## config.mk

```make
export PLATFORM = sky130hd
export DESIGN_NAME = yuyv_to_rgb565_converter_flat
export DESIGN_NICKNAME = d
export VERILOG_FILES = /design/src/sv/y2r_pkg.sv /design/src/sv/y2r_if.sv /design/src/sv/yuyv_to_rgb565_converter.sv /design/src/sv/y2r_chroma.sv /design/src/sv/y2r_lane.sv /design/src/flat_wrapper.sv
export SDC_FILE = /design/constraint.sdc
export NUM_CORES = 1
export LEC_CHECK = 0
export BUFFER_PORTS_ARGS = -buffer_cell sky130_fd_sc_hd__buf_2
export CORE_ASPECT_RATIO = 0.6
export CORE_MARGIN = 2
export CORE_UTILIZATION = 64
export DETAILED_ROUTE_END_ITERATION = 8
export GPL_ROUTABILITY_DRIVEN = 1
export HOLD_SLACK_MARGIN = 0.03
export PLACE_DENSITY = 0.8
export SYNTH_ARGS = -nofsm -noshare
export SYNTH_HDL_FRONTEND = slang
export SYNTH_SLANG_ARGS = --single-unit
export TNS_END_PERCENT = 10
```

## constraint.sdc

```tcl
create_clock -name clk -period 4.4 [get_ports clk]
set_input_delay 0.22 -clock clk [delete_from_list [all_inputs] [get_ports clk]]
set_output_delay 0.22 -clock clk [all_outputs]
set_load 0.005 [all_outputs]
```

## src/sv/y2r_pkg.sv

```systemverilog
// Shared widths, coefficients, control struct and channel helpers for the YUYV to RGB565 converter.
`default_nettype none

package y2r_pkg;

    // Signed width of every intermediate channel term
    localparam int ChanW = 20;

    // Configuration port
    localparam int ApbAddrW = 3;
    localparam int ApbDataW = 32;
    localparam logic RegIdxRangeMode = 1'b0;

    // Range modes
    localparam logic ModeStudio = 1'b0;
    localparam logic ModeFull   = 1'b1;

    // Studio-range matrix
    localparam logic signed [ChanW-1:0] CLumaOfs = ChanW'(16);
    localparam logic signed [ChanW-1:0] CLumaGain = ChanW'(298);
    localparam logic signed [ChanW-1:0] CRv = ChanW'(409);
    localparam logic signed [ChanW-1:0] CGu = ChanW'(100);
    localparam logic signed [ChanW-1:0] CGv = ChanW'(208);
    localparam logic signed [ChanW-1:0] CBu = ChanW'(516);
    localparam logic signed [ChanW-1:0] CRound = ChanW'(128);

    // Full-range matrix
    localparam logic signed [ChanW-1:0] CFullRv = ChanW'(359);
    localparam logic signed [ChanW-1:0] CFullGu = ChanW'(88);
    localparam logic signed [ChanW-1:0] CFullGv = ChanW'(183);
    localparam logic signed [ChanW-1:0] CFullBu = ChanW'(454);

    localparam logic signed [ChanW-1:0] ByteMax = ChanW'(255);

    // Chroma contribution to each channel, shared by both lanes
    typedef struct packed {
        logic signed [ChanW-1:0] r;
        logic signed [ChanW-1:0] g;
        logic signed [ChanW-1:0] b;
    } y2r_chroma_t;

    // Pipeline control from the top level to the stage modules
    typedef struct packed {
        logic load_s1;
        logic load_s2;
        logic mode;
        logic mode_s1;
    } y2r_ctrl_t;

    function automatic logic [7:0] clamp_byte(input logic signed [ChanW-1:0] x);
        logic [7:0] res;
        if (x[ChanW-1])
        begin
            res = 8'd0;
        end
        else if (x > ByteMax)
        begin
            res = 8'd255;
        end
        else
        begin
            res = x[7:0];
        end
        return res;
    endfunction

    // Studio range keeps the rounding sum in 1/256 units, full range is already integral
    function automatic logic [7:0] to_channel(input logic signed [ChanW-1:0] sum,
                                              input logic full_range);
        logic signed [ChanW-1:0] v;
        v = full_range ? sum : (sum >>> 8);
        return clamp_byte(v);
    endfunction

    function automatic logic [15:0] pack565(input logic [7:0] r, input logic [7:0] g,
                                            input logic [7:0] b);
        return {r[7:3], g[7:2], b[7:3]};
    endfunction

endpackage

`default_nettype wire

```

## src/sv/y2r_if.sv

```systemverilog
// Valid/ready channel interfaces for macropixels in and pixel pairs out.
`default_nettype none

interface y2r_in_if;
    logic       valid;
    logic       ready;
    logic [7:0] y_first;
    logic [7:0] u_byte;
    logic [7:0] y_second;
    logic [7:0] v_byte;

    modport source (output valid, output y_first, output u_byte, output y_second,
                    output v_byte, input ready);
    modport sink (input valid, input y_first, input u_byte, input y_second,
                  input v_byte, output ready);
endinterface

interface y2r_out_if;
    logic        valid;
    logic        ready;
    logic [15:0] pixel_first;
    logic [15:0] pixel_second;

    modport source (output valid, output pixel_first, output pixel_second, input ready);
    modport sink (input valid, input pixel_first, input pixel_second, output ready);
endinterface

`default_nettype wire

```

## src/sv/yuyv_to_rgb565_converter.sv

```systemverilog
// Top level: APB mode register, two-stage valid/ready pipeline, chroma stage and two pixel lanes.
//
//   channel   direction  transaction
//   pix_in    sink       one YUYV macropixel: y_first, u_byte, y_second, v_byte
//   pix_out   source     one pixel pair: pixel_first, pixel_second (RGB565)
//   apb       slave      range_mode at byte address 0 (bit 0)
//
// One macropixel per clock unless pix_out stalls; each leaves through stage 1 and then stage 2.
// Stage 1 holds the constant products, stage 2 is the output register feeding pix_out.
// pix_in.ready follows pix_out.ready back through the two stages in the same cycle.
// rst_n clears the stage valid bits and selects studio range.
`default_nettype none

module yuyv_to_rgb565_converter
    import y2r_pkg::*;
(
    input  wire logic                clk,
    input  wire logic                rst_n,
    y2r_in_if.sink                   pix_in,
    y2r_out_if.source                pix_out,
    input  wire logic                psel,
    input  wire logic                penable,
    input  wire logic                pwrite,
    input  wire logic [ApbAddrW-1:0] paddr,
    input  wire logic [ApbDataW-1:0] pwdata,
    output logic [ApbDataW-1:0]      prdata,
    output logic                     pready
);

    logic        range_mode_reg;
    logic        range_mode_next;
    logic        mode_s1_reg;
    logic        v1_reg;
    logic        v1_next;
    logic        v2_reg;
    logic        v2_next;
    logic        ready1;
    logic        ready2;
    logic        cfg_write;
    y2r_ctrl_t   ctrl;
    y2r_chroma_t chroma;
    logic [15:0] pixel_a;
    logic [15:0] pixel_b;

    // Configuration
    assign pready    = 1'b1;
    assign cfg_write = psel && penable && pwrite && pready && (paddr[2] == RegIdxRangeMode);

    always_comb
    begin
        range_mode_next = range_mode_reg;
        if (cfg_write)
        begin
            range_mode_next = pwdata[0];
        end
    end

    always_comb
    begin
        prdata = '0;
        if (paddr[2] == RegIdxRangeMode)
        begin
            prdata = ApbDataW'(range_mode_reg);
        end
    end

    // Pipeline flow control: a stage advances when empty or when its successor takes it
    assign ready2       = !v2_reg || pix_out.ready;
    assign ready1       = !v1_reg || ready2;
    assign pix_in.ready = ready1;

    assign v1_next = ready1 ? pix_in.valid : v1_reg;
    assign v2_next = ready2 ? v1_reg : v2_reg;

    always_ff @(posedge clk or negedge rst_n)
    begin
        if (!rst_n)
        begin
            range_mode_reg <= ModeStudio;
            v1_reg         <= 1'b0;
            v2_reg         <= 1'b0;
        end
        else
        begin
            range_mode_reg <= range_mode_next;
            v1_reg         <= v1_next;
            v2_reg         <= v2_next;
        end
    end

    always_ff @(posedge clk)
    begin
        if (ready1)
        begin
            mode_s1_reg <= range_mode_reg;
        end
    end

    assign ctrl.load_s1 = ready1;
    assign ctrl.load_s2 = ready2;
    assign ctrl.mode    = range_mode_reg;
    assign ctrl.mode_s1 = mode_s1_reg;

    y2r_chroma u_chroma (
        .clk    (clk),
        .ctrl   (ctrl),
        .u_byte (pix_in.u_byte),
        .v_byte (pix_in.v_byte),
        .chroma (chroma)
    );

    y2r_lane u_lane_first (
        .clk    (clk),
        .ctrl   (ctrl),
        .luma   (pix_in.y_first),
        .chroma (chroma),
        .pixel  (pixel_a)
    );

    y2r_lane u_lane_second (
        .clk    (clk),
        .ctrl   (ctrl),
        .luma   (pix_in.y_second),
        .chroma (chroma),
        .pixel  (pixel_b)
    );

    // Merge the lane results into one output transaction
    assign pix_out.valid        = v2_reg;
    assign pix_out.pixel_first  = pixel_a;
    assign pix_out.pixel_second = pixel_b;

endmodule

`default_nettype wire

```

## src/sv/y2r_chroma.sv

```systemverilog
// Shared chroma stage: constant products of U and V for the selected matrix.
`default_nettype none

module y2r_chroma
    import y2r_pkg::*;
(
    input  wire logic        clk,
    input  wire y2r_ctrl_t   ctrl,
    input  wire logic [7:0]  u_byte,
    input  wire logic [7:0]  v_byte,
    output y2r_chroma_t      chroma
);

    logic signed [ChanW-1:0] d;
    logic signed [ChanW-1:0] e;
    y2r_chroma_t             chroma_next;
    y2r_chroma_t             chroma_reg;

    // Offset-binary byte to two's complement: byte - 128
    assign d = ChanW'($signed({~u_byte[7], u_byte[6:0]}));
    assign e = ChanW'($signed({~v_byte[7], v_byte[6:0]}));

    always_comb
    begin
        if (ctrl.mode == ModeStudio)
        begin
            chroma_next.r = e * CRv + CRound;
            chroma_next.g = CRound - d * CGu - e * CGv;
            chroma_next.b = d * CBu + CRound;
        end
        else
        begin
            // Full range floors the chroma term alone; green subtracts it after the floor
            chroma_next.r = (e * CFullRv) >>> 8;
            chroma_next.g = -((d * CFullGu + e * CFullGv) >>> 8);
            chroma_next.b = (d * CFullBu) >>> 8;
        end
    end

    always_ff @(posedge clk)
    begin
        if (ctrl.load_s1)
        begin
            chroma_reg <= chroma_next;
        end
    end

    assign chroma = chroma_reg;

endmodule

`default_nettype wire

```

## src/sv/y2r_lane.sv

```systemverilog
// One pixel lane: luma term, channel sums, floor, clamp and 5-6-5 packing.
`default_nettype none

module y2r_lane
    import y2r_pkg::*;
(
    input  wire logic        clk,
    input  wire y2r_ctrl_t   ctrl,
    input  wire logic [7:0]  luma,
    input  wire y2r_chroma_t chroma,
    output logic [15:0]      pixel
);

    logic signed [ChanW-1:0] yx;
    logic signed [ChanW-1:0] luma_next;
    logic signed [ChanW-1:0] luma_reg;
    logic [7:0]              red;
    logic [7:0]              green;
    logic [7:0]              blue;
    logic [15:0]             pixel_next;
    logic [15:0]             pixel_reg;

    assign yx = $signed(ChanW'(luma));

    always_comb
    begin
        if (ctrl.mode == ModeStudio)
        begin
            luma_next = (yx - CLumaOfs) * CLumaGain;
        end
        else
        begin
            luma_next = yx;
        end
    end

    always_comb
    begin
        red        = to_channel(luma_reg + chroma.r, ctrl.mode_s1);
        green      = to_channel(luma_reg + chroma.g, ctrl.mode_s1);
        blue       = to_channel(luma_reg + chroma.b, ctrl.mode_s1);
        pixel_next = pack565(red, green, blue);
    end

    always_ff @(posedge clk)
    begin
        if (ctrl.load_s1)
        begin
            luma_reg <= luma_next;
        end
        if (ctrl.load_s2)
        begin
            pixel_reg <= pixel_next;
        end
    end

    assign pixel = pixel_reg;

endmodule

`default_nettype wire

```

## src/flat_wrapper.sv

```systemverilog
// flat-port wrapper written by rule: the top's interface ports become plain ports
module yuyv_to_rgb565_converter_flat import y2r_pkg::*;
  (clk, rst_n, psel, penable, pwrite, paddr, pwdata, prdata, pready, pix_in_valid, pix_in_y_first, pix_in_u_byte, pix_in_y_second, pix_in_v_byte, pix_in_ready, pix_out_valid, pix_out_pixel_first, pix_out_pixel_second, pix_out_ready);
  y2r_in_if pix_in_i ();
  y2r_out_if pix_out_i ();
  input  wire logic clk;
  input  wire logic rst_n;
  input  wire logic psel;
  input  wire logic penable;
  input  wire logic pwrite;
  input  wire logic [ApbAddrW-1:0] paddr;
  input  wire logic [ApbDataW-1:0] pwdata;
  output logic [ApbDataW-1:0] prdata;
  output logic pready;
  input wire logic [$bits(pix_in_i.valid)-1:0] pix_in_valid;
  input wire logic [$bits(pix_in_i.y_first)-1:0] pix_in_y_first;
  input wire logic [$bits(pix_in_i.u_byte)-1:0] pix_in_u_byte;
  input wire logic [$bits(pix_in_i.y_second)-1:0] pix_in_y_second;
  input wire logic [$bits(pix_in_i.v_byte)-1:0] pix_in_v_byte;
  output wire logic [$bits(pix_in_i.ready)-1:0] pix_in_ready;
  output wire logic [$bits(pix_out_i.valid)-1:0] pix_out_valid;
  output wire logic [$bits(pix_out_i.pixel_first)-1:0] pix_out_pixel_first;
  output wire logic [$bits(pix_out_i.pixel_second)-1:0] pix_out_pixel_second;
  input wire logic [$bits(pix_out_i.ready)-1:0] pix_out_ready;
  assign pix_in_i.valid = pix_in_valid;
  assign pix_in_i.y_first = pix_in_y_first;
  assign pix_in_i.u_byte = pix_in_u_byte;
  assign pix_in_i.y_second = pix_in_y_second;
  assign pix_in_i.v_byte = pix_in_v_byte;
  assign pix_in_ready = pix_in_i.ready;
  assign pix_out_valid = pix_out_i.valid;
  assign pix_out_pixel_first = pix_out_i.pixel_first;
  assign pix_out_pixel_second = pix_out_i.pixel_second;
  assign pix_out_i.ready = pix_out_ready;
  yuyv_to_rgb565_converter u_core (.clk(clk), .rst_n(rst_n), .pix_in(pix_in_i), .pix_out(pix_out_i), .psel(psel), .penable(penable), .pwrite(pwrite), .paddr(paddr), .pwdata(pwdata), .prdata(prdata), .pready(pready));
endmodule
```

== After elaboration in Yosys (flattened, before gate mapping) ==
Cells that the tools add are included.
Storage, ports and cells
  register bits after elaboration: 134
  bits in latches: 0
  bits in writable memories: 0
  memory bits (read-only): 0
  input port bits: 74
  output and inout port bits: 67
  logic and storage cells: 75
  memories: 0
Cells by class
  add/subtract/negate cells: 14
  $mul: 10
  divide/modulo/power cells: 0
  $lt $le $gt $ge: 6
  equal/unequal tests: 0
  shifts and indexed selects: 0
  mux-type cells: 16
  bitwise operators: 3
  reductions and logical operators: 7
Operators with widths (count)
  19-bit by 20-bit adder with 20-bit output: 6
  20-bit by 9-bit greater-than comparator with 1-bit output, second input constant: 6
  19-bit 2-to-1 mux: 6
  8-bit 2-to-1 mux: 8
  60-bit 2-to-1 mux: 1
  8-bit by 9-bit multiplier with 17-bit output, second input constant: 3
  8-bit by 10-bit multiplier with 18-bit output, second input constant: 2
  9-bit by 9-bit multiplier with 18-bit output, second input constant: 2
  8-bit by 5-bit multiplier with 13-bit output, second input constant: 2
  19-bit by 9-bit adder with 20-bit output, second input constant: 1
  10-bit negator with 20-bit output: 1
  18-bit by 9-bit adder with 19-bit output, second input constant: 1
  16-bit by 17-bit adder with 18-bit output: 1
  17-bit by 17-bit subtractor with 18-bit output: 1
  8-bit by 5-bit subtractor with 9-bit output, second input constant: 2
  9-bit by 16-bit subtractor with 17-bit output, first input constant: 1
  8-bit by 6-bit multiplier with 14-bit output, second input constant: 1
  1-bit logical AND: 3
  1-bit NOT: 3
  1-bit logical NOT: 2
  1-bit logical OR: 2
  1-bit 2-to-1 mux: 1

== Longest topological paths before layout ==
  depth after elaboration: 5
  mapped depth: 26
  gate-level depth less buffers: 25

== Cells and area by module ==
From an unflattened synthesis, not the netlist that was laid out.
Unflattened totals
  cell total of the unflattened synthesis: 2508
  area, all modules: 23164.7 µm²
By module, submodules not included
  y2r_chroma: instances 1, cells each 1112, area an instance 11053.1 µm²
  y2r_lane (u_core.u_lane_first): instances 1, cells each 697, area an instance 6015.8 µm²
  y2r_lane (u_core.u_lane_second): instances 1, cells each 653, area an instance 5686.7 µm²
  yuyv_to_rgb565_converter: instances 1, cells each 46, area an instance 409.1 µm²

== Least setup slack after synthesis ==
Ideal clock, no wire load.
  path kind: input port to flip-flop
  start: input pix_in_u_byte[1]
  end: register u_core.u_chroma.chroma_reg (netlist bit u_core.u_chroma.chroma[36]), data pin
  library setup time: 0.278 ns
  arrival time: 6.210 ns
  data required time: 4.122 ns
  setup slack: -2.088 ns
  stages on the path: 22
  path buffers: 1
  path through: ha_1 fa_1 ha_1 a21oi_1 xnor2_1 ha_1 fa_1 inv_1 fa_1 fa_1 inv_1 ha_1 ha_1 nor2b_1 or3_1 clkbuf_1 o2111a_1 o21a_1 or4_1 and2_1 o211ai_1 o211ai_1
RTL lines
  from (decl): line flat_wrapper.sv:17  | input wire logic [$bits(pix_in_i.u_byte)-1:0] pix_in_u_byte;
  to (signal assigned): line y2r_chroma.sv:44  | chroma_reg <= chroma_next;
  to (decl): line y2r_chroma.sv:17  | y2r_chroma_t chroma_reg;

==> results.cfg <==
[floorplan]
fp.dieH_um = 149.2
floorplan.initialDensity_pct = 64.60
die_w_um = 246.0
die-area_sq_um = 36710
io_pins = 141
fp-row-count = 53
core_sq_um = 34810

[outcome]
violations = negative setup slack
outcome = finished with violations

[setup_path]
crit_type = input pin to register
slowest_delay_ns = 0.54
cp-end-kind = register
critPathMaxFanout = 5
critPathLaunchType = input pin
startpoint = pix_in_u_byte[2]
rr_startpoint = u_core.u_lane_second.luma_reg[0]$_SDFFCE_PN0P_
cp_data_arrival_time_ns = 6.23
critPathSlowestCell = fa_1
cp.required_ns = 4.57

[layout]
largest_register_ffs = 59
mostFrequentLayoutCells = 465 x ha_1, 309 x inv_1, 275 x buf_4
final_util_pct = 75.52
multi_input_area_sq_um = 17430
drive_above_1_share_pct = 17.43
fillers = 2484
area_delta_synth_final_pct = 16.90
finalNetCount = 3485
register_area_sq_um = 3983
layout_commonest_cell = ha_1
diodes = 0

[grt]
grt_pass1_vias = 19440
grt_max_degree = 101
use_met1_pct = 54.48
antenna_found_initial = 1
grt_util_all_layers_pct = 37.24
grt_pass1_wl_um = 105000
grt-ovfl-total = 0
globalRoute.busiestLayer = met2
use_met2_pct = 54.61
use_met3_pct = 10.07

[cts]
htreeDepth = 4
cts.sinks = 133
clockBufferDepth = 2
clkTransAtPathRegs_ns = 0.06
cts_buffers = 17
cts_root_buffer = clkbuf_16
clock_latency_ns = 0.46
cts_tree = done

[timing]
slew_violations = 0
rsz0062_at_grt = true
finalHoldViolations = 0
clock_skew_ns = 0.01875
slew_headroom_pct = 32.18
min_period_ns = 6.058
setup_ws_ns = -1.658
max_freq_mhz = 165.1
worst_pin_slew_ns = 1.017
setup-violations-final = 24
fin_crit_sh_pct = 137.7

[placed_design]
gp_congestion = 1.021
numPortBuffers = 75
dp_hpwl_um = 56570
dp_slack_ns = -2.248

[power]
power_switching_mw = 10.97
totalPowerFinal_mw = 21.86
p_leak_nw = 12.94
p_seq_share_pct = 13.8
p_per_area_nw_per_um2 = 831.4
pwr-share-comb_pct = 79.5
clkPwrFrac_pct = 6.7
internal-power_mw = 10.89
ir_drop_uv = 870.0
p_sw_share_pct = 50.17

[yosys]
yosysWarningCount = 0
synth_top_area_share_pct = 26.76
seq_area_frac_synth_pct = 17.69
ys_types = 84
synth-edff-count = 130
synth_top_cell_by_area = ha_1
avgSynthCellArea_sq_um = 9.051
async_reset_ff_share_pct = 2.256
synth_seq_cells = 133
netlist_instances = 2485
synth_area_leaders = ha_1 27%, edfxtp_1 17%, fa_1 10%
syn_area_sq_um = 22490
yosys_most_used_dff = edfxtp_1

[worst_hold_path]
worstHoldStart = pwdata[0]
min_path_type = input pin to register

[route]
drt-initial-drc-count = 2350
wl_um = 68610
drc = 0
wl_per_cell_um = 20.82
num_vias = 20280
vias_per_cell = 6.152
first_pass_iters = 6
ant_nets = 0

[job]
drv_cap = 0
## worst max-delay path, delay by kind of cell
family          cells  cell delay (ns)
simple gates        5             1.22
fa+ha+maj           9             3.33
buf+inv             8             0.60
compound gates      4             0.86
## cell type report
| type | instances | share of cell area, % |
|---|---|---|
| flip-flops and latches | 133 | 15.15 |
| repair buffers | 354 | 9.579 |
| well taps | 467 | 2.222 |
| inverters | 319 | 4.554 |
| clock buffers | 18 | 1.632 |
| multi-input cells | 1991 | 66.28 |
| clock inverters | 14 | 0.5806 |
## cells in the mapped netlist (22+ instances only)
cell,n
nor3_1,63
or3_1,22
nand2_1,104
a21o_1,50
clkbuf_1,34
a31oi_1,29
edfxtp_1,130
inv_1,317
o21ai_0,150
o21a_1,37
a21oi_1,164
o21bai_1,28
xnor2_1,119
buf_4,32
a211oi_1,34
nand2b_1,34
and3_1,22
ha_1,481
nor2_1,135
xor2_1,62
nand3_1,34
fa_1,114
## worst paths after layout
| path | endpoint | slack [ns] | cells past startpoint |
|---|---|---|---|
| hold / removal | u_core.range_mode_reg$_DFFE_PN0P_ | 0.09 | 2 |
| setup / recovery | u_core.u_chroma.chroma[38]$_DFFE_PP_ | -1.66 | 26 |
| min in group asynchronous | u_core.v1_reg$_DFFE_PN0P_ | 0.13 | 2 |
| setup reg to reg | u_core.u_lane_second.pixel[5]$_SDFFCE_PN0P_ | 0.17 | 11 |
| max in group asynchronous | u_core.range_mode_reg$_DFFE_PN0P_ | 4.09 | 2 |
| hold reg to reg | u_core.pix_out.valid$_DFFE_PN0P_ | 0.48 | 1 |
## metrics by stage
stage	TNS (ns)	hold slack (ns)	cells	area [sq um]
after floorplan	-33.61	-0.07559	2515	22740
after global placement	-43.17	0.05017	3260	25390
after detailed placement	-50.04	0.04903	3260	25390
after CTS	-25.02	0.07924	3296	26190
after global routing	-30.49	0.07835	3296	26290
final	-26.69	0.08939	3296	26290
## logic make-up (layout without fill, tap and decap cells)
logic type | count (synthesis) | after routing | share of synthesized area (%)
compound gates | 631 | 631 | 18.12
fa+ha+maj | 595 | 595 | 36.90
simple gates | 518 | 518 | 11.52
buf+inv | 391 | 705 | 7.059
xor+xnor | 181 | 181 | 7.048
flops | 133 | 133 | 17.69
mux | 34 | 34 | 1.624
other cells | 2 | 32 | 0.03339
## power by group through the flow
stage | Combinational [mW] | Sequential [mW] | Clock (mW)
CTS | 16.7 | 2.96 | 1.47
global placement | 15.5 | 2.98 | 0
finish | 17.4 | 3.02 | 1.47
detailed placement | 16.2 | 2.98 | 0
global route | 18.9 | 3.00 | 1.53
floorplan | 11.2 | 2.51 | 0
## timing repair
action | 4_1_cts | 5_1_grt
gates resized for setup | 44 | 30
buffers inserted | 2 | 0
endpoints found under the hold margin | 4 | 0
hold buffers | 2 | 0
endpoints found under the setup margin | 27 | 44
pin swaps | 33 | 8
## layer usage
layer / part of all wire [%] / vias up
li1: - / 9545
met4: 1.9 / 0
met1: 44 / 9637
met2: 42 / 984
met5: 0 / -
met3: 12 / 110
Power figures use the tool's default switching activity.
